File: src/rtl/lsra_pkg.sv
// Shared types and constants for the linear-scan register allocator.
`default_nettype none
package lsra_pkg;

    localparam int POOL_SIZE     = 4;
    localparam int POOL_IDX_BITS = 2;
    localparam int COUNT_BITS    = 3;
    localparam int VID_BITS      = 12;
    localparam int POS_BITS      = 16;
    localparam int HOME_BITS     = 24;
    localparam int SLOT_CNT_BITS = 25;

    localparam logic [COUNT_BITS-1:0]    POOL_COUNT = 3'd4;
    localparam logic [HOME_BITS-1:0]     REG_BASE   = 24'd12;
    localparam logic [SLOT_CNT_BITS-1:0] SLOT_LIMIT = 25'h100_0000;

    // Configuration register indexes.
    localparam int REG_ALLOC_DISABLE = 0;

    typedef struct packed {
        logic                new_function;
        logic [VID_BITS-1:0] value_id;
        logic                defined;
        logic                is_integer;
        logic                spans_call;
        logic [POS_BITS-1:0] start_pos;
        logic [POS_BITS-1:0] end_pos;
    } in_item_t;

    typedef struct packed {
        logic [VID_BITS-1:0]      result_value_id;
        logic                     home_is_slot;
        logic [HOME_BITS-1:0]     home_index;
        logic                     evicted;
        logic [VID_BITS-1:0]      evicted_value_id;
        logic [HOME_BITS-1:0]     evicted_slot;
        logic                     status;
        logic [SLOT_CNT_BITS-1:0] slots_used;
    } out_item_t;

    typedef struct packed {
        logic load;
        logic step;
        logic best;
        logic place_slot;
        logic place_alloc;
        logic place_evict;
    } lsra_cmd_t;

    typedef struct packed {
        logic out_free;
        logic defined;
        logic dead;
        logic more;
        logic can_alloc;
        logic can_evict;
    } lsra_status_t;

endpackage
`default_nettype wire

File: src/rtl/lsra_datapath.sv
// Datapath of the allocator: active list, busy bits, slot counter and result register.
`default_nettype none
module lsra_datapath (
    input  wire logic                  clk,
    input  wire logic                  rst_n,
    input  wire logic                  alloc_disable,
    input  wire lsra_pkg::in_item_t    in_data,
    input  wire lsra_pkg::lsra_cmd_t   cmd,
    output lsra_pkg::lsra_status_t     stat,
    input  wire logic                  out_ready,
    output logic                       out_valid,
    output lsra_pkg::out_item_t        out_data
);
    import lsra_pkg::*;

    in_item_t                 item_reg, item_next;
    logic [COUNT_BITS-1:0]    count_reg, count_next;
    logic [COUNT_BITS-1:0]    cursor_reg, cursor_next;
    logic [VID_BITS-1:0]      val_reg [POOL_SIZE];
    logic [VID_BITS-1:0]      val_next [POOL_SIZE];
    logic [POS_BITS-1:0]      end_reg [POOL_SIZE];
    logic [POS_BITS-1:0]      end_next [POOL_SIZE];
    logic [POOL_IDX_BITS-1:0] pslot_reg [POOL_SIZE];
    logic [POOL_IDX_BITS-1:0] pslot_next [POOL_SIZE];
    logic [POOL_SIZE-1:0]     busy_reg, busy_next;
    logic [SLOT_CNT_BITS-1:0] cnt_reg, cnt_next;
    logic                     err_reg, err_next;
    logic [POOL_IDX_BITS-1:0] best_idx_reg, best_idx_next;
    logic [POS_BITS-1:0]      best_end_reg, best_end_next;
    logic                     out_valid_reg, out_valid_next;
    out_item_t                out_reg, out_next;

    logic [POOL_IDX_BITS-1:0] cur_idx, last_idx, cnt_idx, free_idx, scan_idx;
    logic [COUNT_BITS-1:0]    count_dec;
    logic [POS_BITS-1:0]      scan_end;
    logic                     has_free, retire_hit, slot_ok, evict_win, place;

    assign cur_idx    = cursor_reg[POOL_IDX_BITS-1:0];
    assign count_dec  = count_reg - 1'b1;
    assign last_idx   = count_dec[POOL_IDX_BITS-1:0];
    assign cnt_idx    = count_reg[POOL_IDX_BITS-1:0];
    assign retire_hit = end_reg[cur_idx] < item_reg.start_pos;
    assign slot_ok    = cnt_reg < SLOT_LIMIT;
    assign evict_win  = best_end_reg > item_reg.end_pos;
    assign place      = cmd.place_slot | cmd.place_alloc | cmd.place_evict;

    // Lowest free register of the pool.
    always_comb
    begin
        has_free = 1'b0;
        free_idx = '0;
        for (int i = POOL_SIZE - 1; i >= 0; i--)
        begin
            if (!busy_reg[i])
            begin
                has_free = 1'b1;
                free_idx = POOL_IDX_BITS'(i);
            end
        end
    end

    // Latest end among the live entries; the first maximum wins.
    always_comb
    begin
        scan_idx = '0;
        scan_end = end_reg[0];
        for (int k = 1; k < POOL_SIZE; k++)
        begin
            if ((COUNT_BITS'(k) < count_reg) && (end_reg[k] > scan_end))
            begin
                scan_idx = POOL_IDX_BITS'(k);
                scan_end = end_reg[k];
            end
        end
    end

    assign stat.out_free  = !out_valid_reg || out_ready;
    assign stat.defined   = item_reg.defined;
    assign stat.dead      = !item_reg.is_integer || item_reg.spans_call ||
                            (item_reg.end_pos <= item_reg.start_pos);
    assign stat.more      = cursor_reg < count_reg;
    assign stat.can_alloc = !alloc_disable && has_free && (count_reg < POOL_COUNT);
    assign stat.can_evict = !alloc_disable && (count_reg != '0);

    always_comb
    begin
        item_next     = item_reg;
        count_next    = count_reg;
        cursor_next   = cursor_reg;
        val_next      = val_reg;
        end_next      = end_reg;
        pslot_next    = pslot_reg;
        busy_next     = busy_reg;
        cnt_next      = cnt_reg;
        err_next      = err_reg;
        best_idx_next = best_idx_reg;
        best_end_next = best_end_reg;
        out_next      = out_reg;

        if (cmd.load)
        begin
            item_next   = in_data;
            cursor_next = '0;
            if (in_data.new_function)
            begin
                count_next = '0;
                busy_next  = '0;
                cnt_next   = '0;
                err_next   = 1'b0;
            end
        end

        // One swap-remove step of retirement.
        if (cmd.step)
        begin
            if (retire_hit)
            begin
                busy_next[pslot_reg[cur_idx]] = 1'b0;
                count_next                    = count_dec;
                val_next[cur_idx]             = val_reg[last_idx];
                end_next[cur_idx]             = end_reg[last_idx];
                pslot_next[cur_idx]           = pslot_reg[last_idx];
            end
            else
            begin
                cursor_next = cursor_reg + 1'b1;
            end
        end

        if (cmd.best)
        begin
            best_idx_next = scan_idx;
            best_end_next = scan_end;
        end

        if (place)
        begin
            out_next                  = '0;
            out_next.result_value_id  = item_reg.value_id;
            out_next.home_is_slot     = 1'b1;
            if (cmd.place_alloc)
            begin
                busy_next[free_idx]   = 1'b1;
                val_next[cnt_idx]     = item_reg.value_id;
                end_next[cnt_idx]     = item_reg.end_pos;
                pslot_next[cnt_idx]   = free_idx;
                count_next            = count_reg + 1'b1;
                out_next.home_is_slot = 1'b0;
                out_next.home_index   = REG_BASE + HOME_BITS'(free_idx);
            end
            else if (cmd.place_evict && evict_win && slot_ok)
            begin
                out_next.evicted          = 1'b1;
                out_next.evicted_value_id = val_reg[best_idx_reg];
                out_next.evicted_slot     = cnt_reg[HOME_BITS-1:0];
                cnt_next                  = cnt_reg + 1'b1;
                val_next[best_idx_reg]    = item_reg.value_id;
                end_next[best_idx_reg]    = item_reg.end_pos;
                out_next.home_is_slot     = 1'b0;
                out_next.home_index       = REG_BASE + HOME_BITS'(pslot_reg[best_idx_reg]);
            end
            else if (slot_ok)
            begin
                out_next.home_index = cnt_reg[HOME_BITS-1:0];
                cnt_next            = cnt_reg + 1'b1;
            end
            else
            begin
                err_next = 1'b1;
            end
            out_next.status     = err_next;
            out_next.slots_used = cnt_next;
        end
    end

    assign out_valid_next = place || (out_valid_reg && !out_ready);

    always_ff @(posedge clk or negedge rst_n)
    begin
        if (!rst_n)
        begin
            count_reg     <= '0;
            cursor_reg    <= '0;
            busy_reg      <= '0;
            cnt_reg       <= '0;
            err_reg       <= 1'b0;
            out_valid_reg <= 1'b0;
        end
        else
        begin
            count_reg     <= count_next;
            cursor_reg    <= cursor_next;
            busy_reg      <= busy_next;
            cnt_reg       <= cnt_next;
            err_reg       <= err_next;
            out_valid_reg <= out_valid_next;
        end
    end

    always_ff @(posedge clk)
    begin
        item_reg     <= item_next;
        val_reg      <= val_next;
        end_reg      <= end_next;
        pslot_reg    <= pslot_next;
        best_idx_reg <= best_idx_next;
        best_end_reg <= best_end_next;
        out_reg      <= out_next;
    end

    assign out_valid = out_valid_reg;
    assign out_data  = out_reg;

endmodule
`default_nettype wire

File: src/rtl/lsra_controller.sv
// Sequencing state machine of the allocator.
`default_nettype none
module lsra_controller (
    input  wire logic                   clk,
    input  wire logic                   rst_n,
    input  wire logic                   in_valid,
    output logic                        in_ready,
    input  wire lsra_pkg::lsra_status_t stat,
    output lsra_pkg::lsra_cmd_t         cmd
);
    import lsra_pkg::*;

    typedef enum logic [2:0] {
        S_IDLE,
        S_RETIRE,
        S_BEST,
        S_SLOT,
        S_ALLOC,
        S_EVICT
    } state_t;

    state_t state_reg, state_next;

    assign in_ready = (state_reg == S_IDLE);

    always_comb
    begin
        state_next = state_reg;
        cmd        = '0;
        unique case (state_reg)
            S_IDLE:
            begin
                if (in_valid)
                begin
                    cmd.load   = 1'b1;
                    state_next = S_RETIRE;
                end
            end
            S_RETIRE:
            begin
                priority if (!stat.defined)
                    state_next = S_SLOT;
                else if (stat.more)
                    cmd.step = 1'b1;
                else if (stat.dead)
                    state_next = S_SLOT;
                else if (stat.can_alloc)
                    state_next = S_ALLOC;
                else if (stat.can_evict)
                    state_next = S_BEST;
                else
                    state_next = S_SLOT;
            end
            S_BEST:
            begin
                cmd.best   = 1'b1;
                state_next = S_EVICT;
            end
            S_SLOT:
            begin
                if (stat.out_free)
                begin
                    cmd.place_slot = 1'b1;
                    state_next     = S_IDLE;
                end
            end
            S_ALLOC:
            begin
                if (stat.out_free)
                begin
                    cmd.place_alloc = 1'b1;
                    state_next      = S_IDLE;
                end
            end
            S_EVICT:
            begin
                if (stat.out_free)
                begin
                    cmd.place_evict = 1'b1;
                    state_next      = S_IDLE;
                end
            end
            default:
            begin
                state_next = S_IDLE;
            end
        endcase
    end

    always_ff @(posedge clk or negedge rst_n)
    begin
        if (!rst_n)
            state_reg <= S_IDLE;
        else
            state_reg <= state_next;
    end

endmodule
`default_nettype wire

File: src/rtl/linear_scan_register_allocator_top.sv
// Top level of the linear-scan register allocator with its configuration port.
// A result beat is offered once its item has been placed; for a defined value placement
// follows a retirement walk that examines each active entry in swap-remove order, an
// eviction first picks the entry with the latest end, and placement waits on a stalled result.
// A new item is taken only when idle, after the previous item has been placed.
// Reset clears the active list, busy bits, slot counter, error and alloc_disable at once.
`default_nettype none
module linear_scan_register_allocator_top (
    input  wire logic               clk,
    input  wire logic               rst_n,
    input  wire logic               psel,
    input  wire logic               penable,
    input  wire logic               pwrite,
    input  wire logic [2:0]         paddr,
    input  wire logic [31:0]        pwdata,
    output logic [31:0]             prdata,
    output logic                    pready,
    input  wire logic               in_valid,
    output logic                    in_ready,
    input  wire lsra_pkg::in_item_t in_data,
    output logic                    out_valid,
    input  wire logic               out_ready,
    output lsra_pkg::out_item_t     out_data
);
    import lsra_pkg::*;

    logic         alloc_disable_reg, alloc_disable_next;
    logic         reg_sel;
    lsra_cmd_t    cmd;
    lsra_status_t stat;

    // The single register sits at byte address zero; the upper address bit selects
    // nothing, so writes there are dropped and reads return zero.
    assign reg_sel = (paddr[2] == 1'(REG_ALLOC_DISABLE));
    assign pready  = 1'b1;
    assign prdata  = reg_sel ? {31'd0, alloc_disable_reg} : 32'd0;

    always_comb
    begin
        alloc_disable_next = alloc_disable_reg;
        if (psel && penable && pwrite && reg_sel)
            alloc_disable_next = pwdata[0];
    end

    always_ff @(posedge clk or negedge rst_n)
    begin
        if (!rst_n)
            alloc_disable_reg <= 1'b0;
        else
            alloc_disable_reg <= alloc_disable_next;
    end

    // The controller walks each item through retirement, the choice of home and the
    // placement; the datapath holds every piece of allocator state.
    lsra_controller u_ctrl (
        .clk      (clk),
        .rst_n    (rst_n),
        .in_valid (in_valid),
        .in_ready (in_ready),
        .stat     (stat),
        .cmd      (cmd)
    );

    // The datapath's result register decouples the output beat from the next item, so
    // a new item may be accepted while an earlier result still waits.
    lsra_datapath u_dp (
        .clk           (clk),
        .rst_n         (rst_n),
        .alloc_disable (alloc_disable_reg),
        .in_data       (in_data),
        .cmd           (cmd),
        .stat          (stat),
        .out_ready     (out_ready),
        .out_valid     (out_valid),
        .out_data      (out_data)
    );

endmodule
`default_nettype wire

File: config.mk
export PLATFORM = sky130hd
export DESIGN_NAME = linear_scan_register_allocator_top
export DESIGN_NICKNAME = d
export VERILOG_FILES = /design/src/rtl/lsra_pkg.sv /design/src/rtl/lsra_datapath.sv /design/src/rtl/lsra_controller.sv /design/src/rtl/linear_scan_register_allocator_top.sv
export SDC_FILE = /design/constraint.sdc
export NUM_CORES = 1
export LEC_CHECK = 0
export BUFFER_PORTS_ARGS = -buffer_cell sky130_fd_sc_hd__buf_2
export CORE_MARGIN = 1
export CORE_UTILIZATION = 43
export CTS_CLUSTER_SIZE = 30
export DETAILED_ROUTE_END_ITERATION = 12
export GPL_ROUTABILITY_DRIVEN = 1
export SLEW_MARGIN = 10
export SYNTH_ARGS = -nofsm -noshare
export SYNTH_HDL_FRONTEND = slang
export SYNTH_HIERARCHICAL = 1
export SYNTH_SLANG_ARGS = --single-unit
File: constraint.sdc
create_clock -name clk -period 9.9 [get_ports clk]
set_clock_uncertainty 0.1 [all_clocks]
set_input_delay 0.99 -clock clk [delete_from_list [all_inputs] [get_ports clk]]
set_output_delay 0.99 -clock clk [all_outputs]
set_load 0.02 [all_outputs]
# Yosys cells after proc, flatten, opt, wreduce, memory -nomap -nowiden
# Index checks and enable logic that the tools add are counted.
dict set report totals {
  reg_bits 326
  out_inout_bits 135
}
dict set report classes {
  n_reduce_logical 31
  add_sub_neg 6
  eq_ne 8
  magnitude_cmp 23
  bitwise_logic 11
  mux 127
}
# cell count
set op_table {}
lappend op_table {{64-bit two-way mux} 5}
lappend op_table {{48-bit two-way mux} 5}
lappend op_table {{64-bit bitwise mux} 3}
lappend op_table {{16-bit two-way mux} 10}
lappend op_table {{25-bit two-way mux} 6}
lappend op_table {{48-bit bitwise mux} 3}
lappend op_table {{16-bit demux with 2-bit select} 3}
lappend op_table {{12-bit two-way mux} 7}
lappend op_table {{12-bit demux with 2-bit select} 3}
lappend op_table {{24-bit two-way mux} 3}
lappend op_table {{16-bit binary-select mux with 2-bit select} 2}
lappend op_table {{16-bit greater-than comparator} 4}
lappend op_table {{12-bit binary-select mux with 2-bit select} 2}
lappend op_table {{3-bit two-way mux} 15}
lappend op_table {{37-bit two-way mux} 1}
lappend op_table {{8-bit two-way mux} 4}
lappend op_table {{1-bit two-way mux} 27}
lappend op_table {{25-bit by 1-bit adder with 25-bit output (second input constant)} 1}
lappend op_table {{25-bit less-than comparator (second input constant)} 1}
lappend op_table {{2-bit two-way mux} 12}
lappend op_table {{4-bit two-way mux} 6}
lappend op_table {{1-bit logical AND} 17}
lappend op_table {{8-bit bitwise mux} 2}
lappend op_table {{16-bit <= comparator} 1}
lappend op_table {{other kinds (35)} 63}

# Depth between registers and ports, before layout
dict set report logic_depth {
  word_depth 15
  mapped_depth 25
  mapped_depth_nobuf 21
}

# Cells and area by module
# Netlist, hierarchy kept.
# module cells_per_inst instances area_per_inst_um2
set by_module_without_submodules {}
lappend by_module_without_submodules {lsra_datapath 1458 1 17603.1}
lappend by_module_without_submodules {linear_scan_register_allocator_top 38 1 301.5}
lappend by_module_without_submodules {lsra_controller 36 1 285.3}

# Worst setup path after synthesis
# No wires, ideal clock.
dict set report synth_timing {
  kind {register to register}
  start {reg u_dp/end_reg[63] in the netlist's numbering}
  end {reg u_dp.best_end_reg[10] (data pin)}
  setup_time_ns 0.267
  setup_slack_ns 3.573
  stages_incl_launch_ff 26
  arrival_ns 5.960
  required_ns 9.533
  period_less_slack_ns 6.327
  path_cell_list {dfxtp_1 inv_1 ha_1 nand4_1 or4_1 nand2_1 a31o_2 clkbuf_1 buf_1 a22oi_1 ha_1 nand2_1 nor4_1 o311ai_0 a21oi_1 clkbuf_1 a221oi_1 or2_2 ha_1 nand4_1 nor2_1 o211ai_1 a21oi_1 o21a_1 clkbuf_1 o31ai_1}
}
dict set report synth_via {
  elab_chain_cells 9
}
# item line_no
set synth_rtl {}
lappend synth_rtl {{from (decl)} lsra_datapath.sv:21} ;# logic [POS_BITS-1:0] end_reg [POOL_SIZE];
lappend synth_rtl {{from (signal assigned)} lsra_datapath.sv:204} ;# end_reg <= end_next;
lappend synth_rtl {{16-bit greater-than comparator} lsra_datapath.sv:69} ;# if ((COUNT_BITS'(k) < count_reg) && (end_reg[k] > scan_end))
lappend synth_rtl {{1-bit logical AND} lsra_datapath.sv:69}
lappend synth_rtl {{16-bit two-way mux (*)} lsra_datapath.sv:69}
lappend synth_rtl {{16-bit greater-than comparator} lsra_datapath.sv:69}
lappend synth_rtl {{1-bit logical AND} lsra_datapath.sv:69}
lappend synth_rtl {{16-bit two-way mux (*)} lsra_datapath.sv:69}
lappend synth_rtl {{16-bit greater-than comparator} lsra_datapath.sv:69}
lappend synth_rtl {{1-bit logical AND} lsra_datapath.sv:69}
lappend synth_rtl {{16-bit two-way mux (*)} lsra_datapath.sv:69}
lappend synth_rtl {{via u_dp.scan_end[10]} lsra_datapath.sv:35} ;# logic [POS_BITS-1:0] scan_end;
lappend synth_rtl {{to (signal assigned)} lsra_datapath.sv:207} ;# best_end_reg <= best_end_next;
lappend synth_rtl {{to (decl)} lsra_datapath.sv:29} ;# logic [POS_BITS-1:0] best_end_reg, best_end_next;
# The timed path passes the listed nets; every way through them passes the cells marked *.
# A chain may end at the register's enable or synchronous reset.

# Worst setup path in the final report
dict set report layout_timing {
  start {reg u_dp/end_reg[59] in the netlist's numbering}
  end {reg u_dp.best_end_reg[3] (data pin)}
}
# Same word-level chain as after synthesis.

==> flow_metrics.tcl <==
set metrics [dict create \
    finalWeightedCongestion 0.868 \
    p_total_mw 7.94 \
    run_status "finished clean" \
    yosys_warnings 6 \
    drtIter0Drc 1040 \
    drc 0 \
    die_x_um 208 \
    critical_path.most_common_cell "ha_1" \
    drv_cap 0 \
    placed_cell_area_mm2 0.0195 \
    htree_num_levels 2 \
    min_period_over_period_pct 82.8 \
    critPathMaxFanout 31 \
    holdBufCountCts 0 \
    r2r_setup_slack_ps 1700 \
    ir_worst_vdd_mv 0.184 \
    core_area_mm2 0.0413 \
    post_cts_buffers 0 \
    post_cts_resized 0 \
    arrival_ps 8360 \
    cpPeakStageDelay_ps 870 \
    netlist_area_mm2 0.0182 \
    cts_tree "built" \
    synthCells 1532 \
    initial_utilization_pct 44.0 \
    synth_ff_type "edfxtp_1" \
    cts_buffers 38 \
    num_rows 74 \
    area_delta_synth_final_pct 13.7 \
    firstDrtPassIters 5 \
    antenna_found_initial 1 \
    final_area_mm2 0.0207 \
    yosys.area.top_type "edfxtp_1" \
    worst_setup_path_start_kind "flop" \
    die_area_mm2 0.0431 \
    avgSynthCellArea_um2 11.9 \
    worst_slew_pin_slew_ps 1130 \
    wl_per_cell_um 20.5 \
    portBuffers 159 \
    path_buf_inv 1 \
    final_antenna_net_count 0 \
    min_path_type "flop to flop" \
    power_leakage_nw 9.40 \
    path_cells "inv_1, ha_1, nand4_1, or4_1, nand2_1, a31o_2, a22oi_1, ha_1, nand2_1, nor4_1, o311ai_0, a21oi_2, a221oi_1, or2_2, ha_1, nand3_1, nor2_1, o211ai_1, a21oi_1, o21a_1, o31ai_1" \
    finalSetupViolations 0 \
    fin_nets 1873 \
    grt_usage_pct 21.3 \
    worst_setup_path_end_kind "flop" \
    relSlewSlack_pct 24.1 \
    synth.top_cell.area_share_pct 27.2 \
    via_count 12885 \
    crit_required_ps 10060 \
    report.final.hold_viol_count 0 \
    fp.dieH_um 208 \
    grt_pass1_wl_um 72100 \
    clkTransAtPathRegs_ps 60 \
    grt-ovfl-total 0 \
    grt_setup_unrepaired "false" \
    ys_seq_area_share_pct 46.1 \
    ys_ff_latch 326 \
    ios 225 \
    drive_gt1_share_pct 25.2 \
    min_period_ps 8200 \
    root_buffer "clkbuf_16" \
    clock_path_buffers 3 \
    largest_reg_flops 100 \
    cellPowerDensity_mw_per_mm2 384 \
    crit_path_top_delay_cell "or4_1" \
    clock_latency_ps 550 \
    synth_edf_count 165 \
    numClockSinks 326 \
    wl_um 45800 \
    grt_pass1_vias 12690 \
    critPathTopFamily "compound AO/OA/AOI/OAI gates" \
    drv_slew 0 \
    synthDistinctLibCells 67 \
    vias_per_cell 5.75 \
    grt_max_degree 80 \
    async_reset_ff_share_pct 12.6 \
    crit_type "flop to flop" \
    yosys-top-cells-area "edfxtp_1 (27%), dfxtp_1 (13%), mux2i_1 (8.7%)" \
    nFillCells 3703 \
    dpl.hpwl_um 30600 \
    fmax_mhz 122 \
    fin_setup_tns_ps 0 \
]
final cells by class:
cell class | count | area (µm²) | share of cell area (%)
Antenna cell | 1 | 2.50 | 0.0121
Clock buffer | 55 | 1050 | 5.06
Clock inverter | 15 | 124 | 0.599
Inverter | 67 | 254 | 1.23
Multi-Input combinational cell | 1060 | 9220 | 44.6
Sequential cell | 326 | 8390 | 40.6
Tap cell | 532 | 666 | 3.22
Timing Repair Buffer | 183 | 976 | 4.72
through the flow:
stage	setup slack [ps]	hold WS, ps	std cells	util [%]
global route	1300	420	2238	50.1
CTS	1820	394	2238	50.1
detailed placement	1850	381	2168	47.2
global placement	1980	354	2168	47.2
floorplan	3570	337	1562	-
finish	1700	387	2239	50.1
cell families (layout without fill, tap and decap cells):
family	Yosys count	in the layout	synth area share (%)
and+or+nand+nor	356	356	10.1
DFF	326	326	46.1
muxes	322	322	22.7
AOI/OAI and AO/OA	242	242	9.17
buffers and inverters	176	320	4.53
adders and majority gates	107	107	7.36
other	2	33	0.0413
xor gates and xnor gates	1	1	0.0482
cells in the mapped netlist, drive strengths merged (3+ instances only):
cell type,count
a21oi,54
dfrtp,41
and4,3
nand4,22
a211o,5
inv,67
clkbuf,48
a211oi,4
o311ai,5
nor2b,5
ha,107
or3,4
o211ai,26
o2111ai,6
edfxtp,165
o21a,10
o31ai,19
nor4,4
a31oi,7
a22oi,17
nand2b,11
and2,56
nand3,27
mux4,62
nand2,78
a21o,15
nand4b,3
a221oi,19
nor2,75
or2,17
dfxtp,120
buf,61
mux2i,159
and3,31
a21boi,3
mux2,101
nor3,11
o21ai,35
power by group:
group | leakage [nW] | switching, mW | internal [mW]
Clock | 0.566 | 0.561 | 0.765
Combinational | 5.77 | 2.28 | 1.72
Sequential | 3.07 | 0.481 | 2.14
Total | 9.40 | 3.33 | 4.62
per-layer routing:
layer  global-route usage (%)  vias to the layer above  wire, µm  part of all wire (%)
met2                     34.8                      383     21800                    47
met4                     5.03                        0       877                   1.9
met1                     28.9                     6374     20400                    45
met3                     4.33                       73      2750                   6.0
li1                         -                     6055         -                     -
met5                        0                        -         0                     0
worst paths after layout:
kind / start / end / cells past startpoint
max in group asynchronous: rst_n / u_dp/cursor_reg[0] / 1
worst min-delay path: u_dp/err_reg / u_dp/err_reg / 2
worst max-delay path: u_dp/end_reg[59] / u_dp/best_end_reg[3] / 21
worst max register to register: u_dp/end_reg[59] / u_dp/best_end_reg[3] / 21
min in group asynchronous: rst_n / u_dp/busy_reg[3] / 1
worst min register to register: u_dp/err_reg / u_dp/err_reg / 2
tightest hold or removal path, stage by stage (launching register included):
cell	delay, ps
dfrtp_1	330
nand2_1	60
o31ai_1	60
cell usage in the layout, fill, tap and decap left out, types with 31 or more instances in the layout:
master     netlist  final
nand2_1         78     78
and2_1          56     55
mux4_2          62     62
mux2_2          96     96
inv_1           67     66
a21oi_1         54     53
o21ai_0         35     34
and3_1          31     31
mux2i_1        159    159
nor2_1          75     75
ha_1           107    106
dfxtp_1        120    120
edfxtp_1       165    165
clkbuf_16        0     39
conb_1           2     32
buf_2           19    159
dfrtp_1         41     39
Power figures use the tool's default switching activity.
